`src/sv/ldbc_pkg.sv`:
```
// Shared types, constants and the log2 fraction table for the brightness curve.
`default_nettype none
package ldbc_pkg;

  localparam int DefMaxPoints = 7;
  localparam int DefLuxBits   = 17;

  localparam int RegW     = 33;
  localparam int BrightW  = 16;
  localparam int PtLuxW   = 17;
  localparam int CfgIdxW  = 3;
  localparam int CountW   = 3;
  localparam int FracW    = 16;
  localparam int RatioW   = 17;
  localparam int QuotW    = 16;

  localparam logic [CfgIdxW-1:0] CFG_POINT_COUNT = 3'd0;
  localparam logic [RatioW-1:0]  RATIO_ONE       = 17'h10000;

  typedef struct packed {
    logic vld;
    logic ok;
  } ctl_t;

  // round(65536*log2(1+k/16)) for k = 0..16
  function automatic logic [16:0] log_frac(input logic [4:0] k);
    logic [16:0] v;
    case (k)
      5'd0:    v = 17'd0;
      5'd1:    v = 17'd5732;
      5'd2:    v = 17'd11136;
      5'd3:    v = 17'd16248;
      5'd4:    v = 17'd21098;
      5'd5:    v = 17'd25711;
      5'd6:    v = 17'd30109;
      5'd7:    v = 17'd34312;
      5'd8:    v = 17'd38336;
      5'd9:    v = 17'd42196;
      5'd10:   v = 17'd45904;
      5'd11:   v = 17'd49472;
      5'd12:   v = 17'd52911;
      5'd13:   v = 17'd56229;
      5'd14:   v = 17'd59434;
      5'd15:   v = 17'd62534;
      5'd16:   v = 17'd65536;
      default: v = 17'd0;
    endcase
    return v;
  endfunction

endpackage
`default_nettype wire

```
`src/sv/ldbc_log2.sv`:
```
// Registered log2(1+x) in Q(e).16: leading-one position plus interpolated fraction table.
`default_nettype none
module ldbc_log2 #(
  parameter int LUX_BITS = ldbc_pkg::DefLuxBits
) (
  input  wire logic                                 clk_i,
  input  wire logic [LUX_BITS-1:0]                  x_i,
  output logic [$clog2(LUX_BITS+1)+ldbc_pkg::FracW-1:0] log_o
);
  import ldbc_pkg::*;

  localparam int VB = LUX_BITS + 1;
  localparam int EW = $clog2(VB);
  localparam int LW = EW + FracW;

  logic [VB-1:0]       v;
  logic [EW-1:0]       e;
  logic [EW-1:0]       sh;
  logic [VB+FracW-1:0] ext;
  logic [FracW-1:0]    f;
  logic [16:0]         t_lo;
  logic [16:0]         t_hi;
  logic [16:0]         t_d;
  logic [28:0]         prod;
  logic [LW-1:0]       log_d;
  logic [LW-1:0]       log_q;

  always_comb begin
    v = {1'b0, x_i} + VB'(1);
    e = '0;
    for (int i = 0; i < VB; i++) begin
      if (v[i]) e = EW'(i);
    end
    // normalize so the leading one sits at the top, fraction right below
    sh    = EW'(VB - 1) - e;
    ext   = {v, {FracW{1'b0}}} << sh;
    f     = ext[VB+FracW-2 -: FracW];
    t_lo  = log_frac({1'b0, f[15:12]});
    t_hi  = log_frac({1'b0, f[15:12]} + 5'd1);
    t_d   = t_hi - t_lo;
    prod  = 29'(t_d) * 29'(f[11:0]);
    log_d = {e, {FracW{1'b0}}} + LW'(t_lo) + LW'(prod[28:12]);
  end

  always_ff @(posedge clk_i) begin
    log_q <= log_d;
  end

  assign log_o = log_q;

endmodule
`default_nettype wire

```
`src/sv/ldbc_seg.sv`:
```
// Curve check and segment search: picks the bracketing points or the clamp brightness.
`default_nettype none
module ldbc_seg #(
  parameter int MAX_POINTS = ldbc_pkg::DefMaxPoints,
  parameter int LUX_BITS   = ldbc_pkg::DefLuxBits
) (
  input  wire logic                            clk_i,
  input  wire logic                            rst_ni,
  input  wire logic                            vld_i,
  input  wire logic [LUX_BITS-1:0]             lux_i,
  input  wire logic [ldbc_pkg::CountW-1:0]     point_count_i,
  input  wire logic [ldbc_pkg::RegW-1:0]       points_i [MAX_POINTS],
  output ldbc_pkg::ctl_t                       ctl_o,
  output logic [LUX_BITS-1:0]                  lux_o,
  output logic [LUX_BITS-1:0]                  lux_lo_o,
  output logic [LUX_BITS-1:0]                  lux_hi_o,
  output logic [ldbc_pkg::BrightW-1:0]         b_lo_o,
  output logic [ldbc_pkg::BrightW-1:0]         b_hi_o
);
  import ldbc_pkg::*;

  localparam int PLW = (LUX_BITS < PtLuxW) ? LUX_BITS : PtLuxW;

  logic [LUX_BITS-1:0] plux [MAX_POINTS];
  logic [BrightW-1:0]  pb   [MAX_POINTS];
  logic                ok;
  logic [CountW-1:0]   last;
  logic [CountW-1:0]   hi;
  logic [LUX_BITS-1:0] lux_last;
  logic [BrightW-1:0]  b_last;
  logic [LUX_BITS-1:0] sel_lux_lo;
  logic [LUX_BITS-1:0] sel_lux_hi;
  logic [BrightW-1:0]  sel_b_lo;
  logic [BrightW-1:0]  sel_b_hi;
  logic [BrightW-1:0]  b_lo_d;
  logic [BrightW-1:0]  b_hi_d;

  ctl_t                ctl_q;
  logic [LUX_BITS-1:0] lux_q;
  logic [LUX_BITS-1:0] lux_lo_q;
  logic [LUX_BITS-1:0] lux_hi_q;
  logic [BrightW-1:0]  b_lo_q;
  logic [BrightW-1:0]  b_hi_q;

  always_comb begin
    for (int i = 0; i < MAX_POINTS; i++) begin
      plux[i] = LUX_BITS'(points_i[i][BrightW +: PLW]);
      pb[i]   = points_i[i][BrightW-1:0];
    end
    ok = (point_count_i >= CountW'(2)) && (point_count_i <= CountW'(MAX_POINTS));
    for (int i = 1; i < MAX_POINTS; i++) begin
      if (CountW'(i) < point_count_i) begin
        if (plux[i] <= plux[i-1]) ok = 1'b0;
        if (pb[i] < pb[i-1])      ok = 1'b0;
      end
    end
    last = point_count_i - CountW'(1);
    // first point above the reading, lowest index wins
    hi = CountW'(1);
    for (int i = MAX_POINTS - 1; i >= 1; i--) begin
      if (CountW'(i) <= last && lux_i < plux[i]) hi = CountW'(i);
    end
    lux_last   = '0;
    b_last     = '0;
    sel_lux_lo = '0;
    sel_lux_hi = '0;
    sel_b_lo   = '0;
    sel_b_hi   = '0;
    for (int i = 0; i < MAX_POINTS; i++) begin
      if (CountW'(i) == last) begin
        lux_last = plux[i];
        b_last   = pb[i];
      end
      if (CountW'(i) == hi) begin
        sel_lux_hi = plux[i];
        sel_b_hi   = pb[i];
      end
      if (CountW'(i + 1) == hi) begin
        sel_lux_lo = plux[i];
        sel_b_lo   = pb[i];
      end
    end
    // clamped and invalid items carry equal ends, so the blend adds nothing
    if (!ok) begin
      b_lo_d = '0;
      b_hi_d = '0;
    end else if (lux_i <= plux[0]) begin
      b_lo_d = pb[0];
      b_hi_d = pb[0];
    end else if (lux_i >= lux_last) begin
      b_lo_d = b_last;
      b_hi_d = b_last;
    end else begin
      b_lo_d = sel_b_lo;
      b_hi_d = sel_b_hi;
    end
  end

  always_ff @(posedge clk_i or negedge rst_ni) begin
    if (!rst_ni) begin
      ctl_q <= '0;
    end else begin
      ctl_q.vld <= vld_i;
      ctl_q.ok  <= ok;
    end
  end

  always_ff @(posedge clk_i) begin
    lux_q    <= lux_i;
    lux_lo_q <= sel_lux_lo;
    lux_hi_q <= sel_lux_hi;
    b_lo_q   <= b_lo_d;
    b_hi_q   <= b_hi_d;
  end

  assign ctl_o    = ctl_q;
  assign lux_o    = lux_q;
  assign lux_lo_o = lux_lo_q;
  assign lux_hi_o = lux_hi_q;
  assign b_lo_o   = b_lo_q;
  assign b_hi_o   = b_hi_q;

endmodule
`default_nettype wire

```
`src/sv/ldbc_div.sv`:
```
// Pipelined restoring divider for the Q1.16 ratio, four quotient bits per stage.
`default_nettype none
module ldbc_div #(
  parameter int LW   = 21,
  parameter int SB_W = 33
) (
  input  wire logic                        clk_i,
  input  wire logic                        rst_ni,
  input  wire logic                        vld_i,
  input  wire logic [LW-1:0]               num_i,
  input  wire logic [LW-1:0]               den_i,
  input  wire logic [SB_W-1:0]             side_i,
  output logic                             vld_o,
  output logic [ldbc_pkg::RatioW-1:0]      ratio_o,
  output logic [SB_W-1:0]                  side_o
);
  import ldbc_pkg::*;

  localparam int BitsPerStage = 4;
  localparam int NST          = QuotW / BitsPerStage;

  logic            vld_q  [NST+1];
  logic [LW-1:0]   rem_q  [NST+1];
  logic [LW-1:0]   den_q  [NST+1];
  logic [QuotW-1:0] quo_q [NST+1];
  logic            zero_q [NST+1];
  logic            full_q [NST+1];
  logic [SB_W-1:0] side_q [NST+1];

  always_ff @(posedge clk_i or negedge rst_ni) begin
    if (!rst_ni) begin
      vld_q[0] <= 1'b0;
    end else begin
      vld_q[0] <= vld_i;
    end
  end

  always_ff @(posedge clk_i) begin
    rem_q[0]  <= num_i;
    den_q[0]  <= den_i;
    quo_q[0]  <= '0;
    zero_q[0] <= (den_i == '0);
    // quotient reaches one or more: saturate
    full_q[0] <= (num_i >= den_i);
    side_q[0] <= side_i;
  end

  for (genvar j = 0; j < NST; j++) begin : g_stage
    logic [LW:0]      t;
    logic [LW-1:0]    rem_n;
    logic [QuotW-1:0] quo_n;

    always_comb begin
      rem_n = rem_q[j];
      quo_n = quo_q[j];
      t     = '0;
      for (int s = 0; s < BitsPerStage; s++) begin
        t = {rem_n, 1'b0};
        if (t >= {1'b0, den_q[j]}) begin
          t     = t - {1'b0, den_q[j]};
          quo_n = {quo_n[QuotW-2:0], 1'b1};
        end else begin
          quo_n = {quo_n[QuotW-2:0], 1'b0};
        end
        rem_n = t[LW-1:0];
      end
    end

    always_ff @(posedge clk_i or negedge rst_ni) begin
      if (!rst_ni) begin
        vld_q[j+1] <= 1'b0;
      end else begin
        vld_q[j+1] <= vld_q[j];
      end
    end

    always_ff @(posedge clk_i) begin
      rem_q[j+1]  <= rem_n;
      den_q[j+1]  <= den_q[j];
      quo_q[j+1]  <= quo_n;
      zero_q[j+1] <= zero_q[j];
      full_q[j+1] <= full_q[j];
      side_q[j+1] <= side_q[j];
    end
  end

  assign vld_o   = vld_q[NST];
  assign side_o  = side_q[NST];
  assign ratio_o = zero_q[NST] ? '0 :
                   full_q[NST] ? RATIO_ONE : {1'b0, quo_q[NST]};

endmodule
`default_nettype wire

```
`src/sv/log_domain_brightness_curve_top.sv`:
```
// Ambient light to brightness through a log-domain piecewise-linear curve.
//
// One lux reading is taken per cycle (busy_o stays low) and its brightness
// appears on result_valid_o for one cycle; the receiver cannot hold results
// off. Each reading passes in order through the stage chain:
// segment search, three log2 units, a 5-stage divider (setup plus four
// stages of four quotient bits), the slope multiply and the final add.
// Curve registers are taken through the cfg channel, which is always ready.
`default_nettype none
module log_domain_brightness_curve_top #(
  parameter int MAX_POINTS = ldbc_pkg::DefMaxPoints,
  parameter int LUX_BITS   = ldbc_pkg::DefLuxBits
) (
  input  wire logic                          clk_i,
  input  wire logic                          rst_ni,
  input  wire logic                          start_i,
  output logic                               busy_o,
  input  wire logic [LUX_BITS-1:0]           lux_reading_i,
  input  wire logic                          cfg_valid_i,
  output logic                               cfg_ready_o,
  input  wire logic [ldbc_pkg::CfgIdxW-1:0]  cfg_index_i,
  input  wire logic [ldbc_pkg::RegW-1:0]     cfg_data_i,
  output logic                               result_valid_o,
  output logic [ldbc_pkg::BrightW-1:0]       brightness_level_o,
  output logic                               curve_ok_o
);
  import ldbc_pkg::*;

  localparam int LW   = $clog2(LUX_BITS + 1) + FracW;
  localparam int SB_W = 1 + 2 * BrightW;

  logic [CountW-1:0] point_count_q;
  logic [RegW-1:0]   points_q [MAX_POINTS];

  ctl_t                seg_ctl;
  logic [LUX_BITS-1:0] seg_lux;
  logic [LUX_BITS-1:0] seg_lux_lo;
  logic [LUX_BITS-1:0] seg_lux_hi;
  logic [BrightW-1:0]  seg_b_lo;
  logic [BrightW-1:0]  seg_b_hi;

  logic [LW-1:0]       log_x;
  logic [LW-1:0]       log_lo;
  logic [LW-1:0]       log_hi;
  ctl_t                lg_ctl_q;
  logic [BrightW-1:0]  lg_b_lo_q;
  logic [BrightW-1:0]  lg_b_hi_q;

  logic [LW-1:0]       num;
  logic [LW-1:0]       den;

  logic                dv_vld;
  logic [RatioW-1:0]   dv_ratio;
  logic [SB_W-1:0]     dv_side;
  logic [BrightW-1:0]  dv_b_lo;
  logic [BrightW-1:0]  dv_b_hi;

  ctl_t                ml_ctl_q;
  logic [BrightW-1:0]  ml_b_lo_q;
  logic [RatioW+BrightW-1:0] ml_prod_q;

  logic                out_vld_q;
  logic [BrightW-1:0]  out_b_q;
  logic                out_ok_q;

  assign busy_o      = 1'b0;
  assign cfg_ready_o = 1'b1;

  // register writes, indexes past the last stored point drop
  always_ff @(posedge clk_i or negedge rst_ni) begin
    if (!rst_ni) begin
      point_count_q <= '0;
      for (int i = 0; i < MAX_POINTS; i++) points_q[i] <= '0;
    end else if (cfg_valid_i && cfg_ready_o) begin
      if (cfg_index_i == CFG_POINT_COUNT) point_count_q <= cfg_data_i[CountW-1:0];
      for (int i = 0; i < MAX_POINTS; i++) begin
        if (cfg_index_i == CfgIdxW'(i + 1)) points_q[i] <= cfg_data_i;
      end
    end
  end

  ldbc_seg #(
    .MAX_POINTS (MAX_POINTS),
    .LUX_BITS   (LUX_BITS)
  ) u_seg (
    .clk_i         (clk_i),
    .rst_ni        (rst_ni),
    .vld_i         (start_i && !busy_o),
    .lux_i         (lux_reading_i),
    .point_count_i (point_count_q),
    .points_i      (points_q),
    .ctl_o         (seg_ctl),
    .lux_o         (seg_lux),
    .lux_lo_o      (seg_lux_lo),
    .lux_hi_o      (seg_lux_hi),
    .b_lo_o        (seg_b_lo),
    .b_hi_o        (seg_b_hi)
  );

  ldbc_log2 #(.LUX_BITS(LUX_BITS)) u_log_x  (.clk_i(clk_i), .x_i(seg_lux),    .log_o(log_x));
  ldbc_log2 #(.LUX_BITS(LUX_BITS)) u_log_lo (.clk_i(clk_i), .x_i(seg_lux_lo), .log_o(log_lo));
  ldbc_log2 #(.LUX_BITS(LUX_BITS)) u_log_hi (.clk_i(clk_i), .x_i(seg_lux_hi), .log_o(log_hi));

  always_ff @(posedge clk_i or negedge rst_ni) begin
    if (!rst_ni) begin
      lg_ctl_q <= '0;
    end else begin
      lg_ctl_q <= seg_ctl;
    end
  end

  always_ff @(posedge clk_i) begin
    lg_b_lo_q <= seg_b_lo;
    lg_b_hi_q <= seg_b_hi;
  end

  assign den = (log_hi > log_lo) ? (log_hi - log_lo) : '0;
  assign num = (log_x > log_lo)  ? (log_x - log_lo)  : '0;

  ldbc_div #(
    .LW   (LW),
    .SB_W (SB_W)
  ) u_div (
    .clk_i   (clk_i),
    .rst_ni  (rst_ni),
    .vld_i   (lg_ctl_q.vld),
    .num_i   (num),
    .den_i   (den),
    .side_i  ({lg_ctl_q.ok, lg_b_lo_q, lg_b_hi_q}),
    .vld_o   (dv_vld),
    .ratio_o (dv_ratio),
    .side_o  (dv_side)
  );

  assign dv_b_lo = dv_side[2*BrightW-1:BrightW];
  assign dv_b_hi = dv_side[BrightW-1:0];

  always_ff @(posedge clk_i or negedge rst_ni) begin
    if (!rst_ni) begin
      ml_ctl_q  <= '0;
      out_vld_q <= 1'b0;
    end else begin
      ml_ctl_q.vld <= dv_vld;
      ml_ctl_q.ok  <= dv_side[SB_W-1];
      out_vld_q    <= ml_ctl_q.vld;
    end
  end

  always_ff @(posedge clk_i) begin
    ml_b_lo_q <= dv_b_lo;
    ml_prod_q <= (RatioW+BrightW)'(dv_ratio) * (RatioW+BrightW)'(dv_b_hi - dv_b_lo);
    out_b_q   <= ml_b_lo_q + ml_prod_q[RatioW+BrightW-2:FracW];
    out_ok_q  <= ml_ctl_q.ok;
  end

  assign result_valid_o     = out_vld_q;
  assign brightness_level_o = out_b_q;
  assign curve_ok_o         = out_ok_q;

endmodule
`default_nettype wire

```
`config.mk`:
```
export PLATFORM = sky130hd
export DESIGN_NAME = log_domain_brightness_curve_top
export DESIGN_NICKNAME = d
export VERILOG_FILES = /design/src/sv/ldbc_pkg.sv /design/src/sv/ldbc_log2.sv /design/src/sv/ldbc_seg.sv /design/src/sv/ldbc_div.sv /design/src/sv/log_domain_brightness_curve_top.sv
export SDC_FILE = /design/constraint.sdc
export NUM_CORES = 2
export LEC_CHECK = 0
export ABC_AREA = 1
export BUFFER_PORTS_ARGS = -buffer_cell sky130_fd_sc_hd__clkbuf_2
export CORE_MARGIN = 5
export CORE_UTILIZATION = 58
export CTS_BUF_LIST = sky130_fd_sc_hd__clkbuf_8
export DETAILED_ROUTE_END_ITERATION = 8
export PLACE_DENSITY = 0.74
export SLEW_MARGIN = 20
export SYNTH_ARGS = -nofsm -noshare
export SYNTH_HDL_FRONTEND = slang
export SYNTH_SLANG_ARGS = --single-unit
```
`constraint.sdc`:
```
create_clock -name clk_i -period 23.7 [get_ports clk_i]
set_input_delay 3.555 -clock clk_i [delete_from_list [all_inputs] [get_ports clk_i]]
set_output_delay 3.555 -clock clk_i [all_outputs]
set_load 0.02 [all_outputs]
```
==> flow_summary.ini <==
[run_status]
status = complete, no violations

[detailed_routing]
drt-initial-drc-count = 7575
vias = 86241
wirelength_um = 292000
drt_first_pass_iters = 7
ant_nets = 0
post-route-drc-count = 0
wire_per_inst_um = 19.4
viasPerCell = 5.74

[placed_design]
place_hpwl_um = 236000
port_buffers = 74
dp_cells = 14765
gp_congestion = 1.02

[worst_setup_path]
cp_slowest_cell = ha_1
arrival_ps = 16570
end_kind = register
start_kind = register
worstSetupPathType = reg2reg
worstPathMaxFanout = 23
cp_common_cell = nand2_1
crit_required_ps = 24490
critical-path-max-stage-delay_ps = 770

[synthesis]
syn-num-nets = 14724
synth_ff_type = dfxtp_1
avgSynthCellArea_um2 = 7.32
synth_seq_cells = 856
synth_cell_type_count = 83
yosysWarnings = 0
netlist_area_um2 = 93600
netlist_top_cells_count = 3030 x nand2_1, 2040 x inv_1, 1191 x ha_1, 923 x nor2_1, 885 x a21oi_1
synth-seq-area-share_pct = 19.6
netlist_top_cells_area = ha_1 16%, fa_1 15%, dfxtp_1 13%
synthMostInstantiatedCell = nand2_1
yosys.area.top_type = ha_1
yosysTopAreaCellShare_pct = 15.9
synth_edf_count = 0
synthCells = 12792
synth-async-reset-ratio_pct = 28.7

[floorplanning]
die_h_um = 412
die-area_um2 = 169000
initial_core_util_pct = 58.3
num_rows = 147
die_x_um = 412
io-pin-count = 77
core_area_um2 = 161000

[sta]
fmaxAchievable_ghz = 0.0634
holdWs_ps = 283
drv_slew = 0
setup_viol = 0
max_slew_margin_pct = 24.5
max_slew.worst_pin.slew_ps = 1130
hold_violations = 0
tns_ps = 0
period_share_pct = 66.6
final.setup_skew_ps = 55.1
rsz0062_at_grt = no
period_needed_ps = 15770

[global_routing]
overflow = 0
grt_max_degree = 105
grt_pass1_wl_um = 460000
grt_pass1_vias = 85205
grt_usage_pct = 34.1
antenna_found_initial = 20

[cts]
hold_buffers = 0
clk_transition_reported_paths_ps = 60
cts_buffer_depth = 3
post_cts.repair.setup_buffers = 0
clkSinkCount = 856
clk_latency_ps = 900
cts_tree = yes
cts_buffers = 145
cts.htree.levels = 4
clockRootBuffer = clkbuf_8
post_cts_resized = 0

[layout]
drive_above_1_share_pct = 4.42
nNetsFinal = 14684
fin_cells = 15030
post-route-util_pct = 61.6
areaGrowthSynthToFinish_pct = 5.71

[worst_hold_path]
hold_class = reg2reg

[job]
cap_violations = 0
final timing paths:
check | startpoint | endpoint | slack [ps] | depth (start not counted)
worst min-delay path | u_div.side_q[0][126] | u_div.side_q[0][159] | 280 | 0
max in group asynchronous | rst_ni | points_q[15] | 19310 | 2
worst max-delay path | u_seg.lux_hi_o[0] | u_log_hi.log_o[19] | 7930 | 73
worst max register to register | u_seg.lux_hi_o[0] | u_log_hi.log_o[19] | 7930 | 73
min in group asynchronous | rst_ni | points_q[221] | 2760 | 1
worst min register to register | u_div.side_q[0][126] | u_div.side_q[0][159] | 280 | 0
state kept, by name, indices dropped and copies added (netlist names), 17 cells and up:
name            count
points_q          231
u_div.den_q        84
u_div.quo_q        40
u_div.rem_q        84
u_div.side_q      165
u_log_hi.log_o     21
u_log_lo.log_o     21
u_log_x.log_o      21
u_seg.lux_hi_o     17
u_seg.lux_lo_o     17
u_seg.lux_o        17
cell families (layout without fill, tap and decap cells):
kind of cell / Yosys count / after routing / synth area share (%)
AO/OA/AOI/OAI: 2348 / 2348 / 14.2
XOR/XNOR: 479 / 479 / 4.51
adder cells (fa/ha/maj): 1875 / 1875 / 30.6
buffers and inverters: 2418 / 2491 / 9.94
flip-flops: 856 / 856 / 19.6
multiplexers: 2 / 2 / 0.0241
other: 2 / 7 / 0.00802
AND/OR/NAND/NOR: 4812 / 4812 / 21.2
cell usage in the layout (no fill, tap or decap), types with 96 or more instances in the layout:
cell,netlist,routed
xor2_1,306,305
dfrtp_1,246,246
a21oi_1,885,885
dfxtp_1,610,610
nor3_1,116,115
inv_1,2040,2074
nand4_1,101,101
nand2_1,3030,3024
clkbuf_8,0,165
nand3_1,448,444
o211ai_1,96,96
xnor2_1,170,170
nor2_1,923,918
fa_1,684,684
o21ai_0,812,812
ha_1,1191,1191
metal layers:
layer	wire length [um]	up-vias	GRT usage, %
li1	-	41257	-
met1	121000	40672	43.8
met2	130000	3469	54.7
met3	20900	835	4.81
met4	20800	8	20.6
met5	64	-	0
area by class of cell:
type	instances	area [um2]
diodes	5	12.5
multi-input cells	9518	66100
fillers	14877	61600
well taps	2160	2700
clock buffers	165	2270
clock inverters	95	856
flip-flops and latches	856	18400
inverters	2107	7920
repair buffers	124	756
per-stage QoR:
step,instance area [um2],setup slack [ps]
global placement,95800,8470
finish,98900,7930
detailed placement,95800,8270
floorplan,93600,11320
CTS,98900,8240
global route,98900,6470
worst max-delay path, delay by kind of cell (launching register included):
kind / cells / cell delay, ps
flip-flops: 1 / 350
adder cells (fa/ha/maj): 13 / 5520
XOR/XNOR: 1 / 150
buffers and inverters: 12 / 1900
AND/OR/NAND/NOR: 23 / 2980
AO/OA/AOI/OAI: 24 / 4760
Power is not shown: default switching activity piles up to over one toggle a cycle in this logic, so the estimate is an artifact.
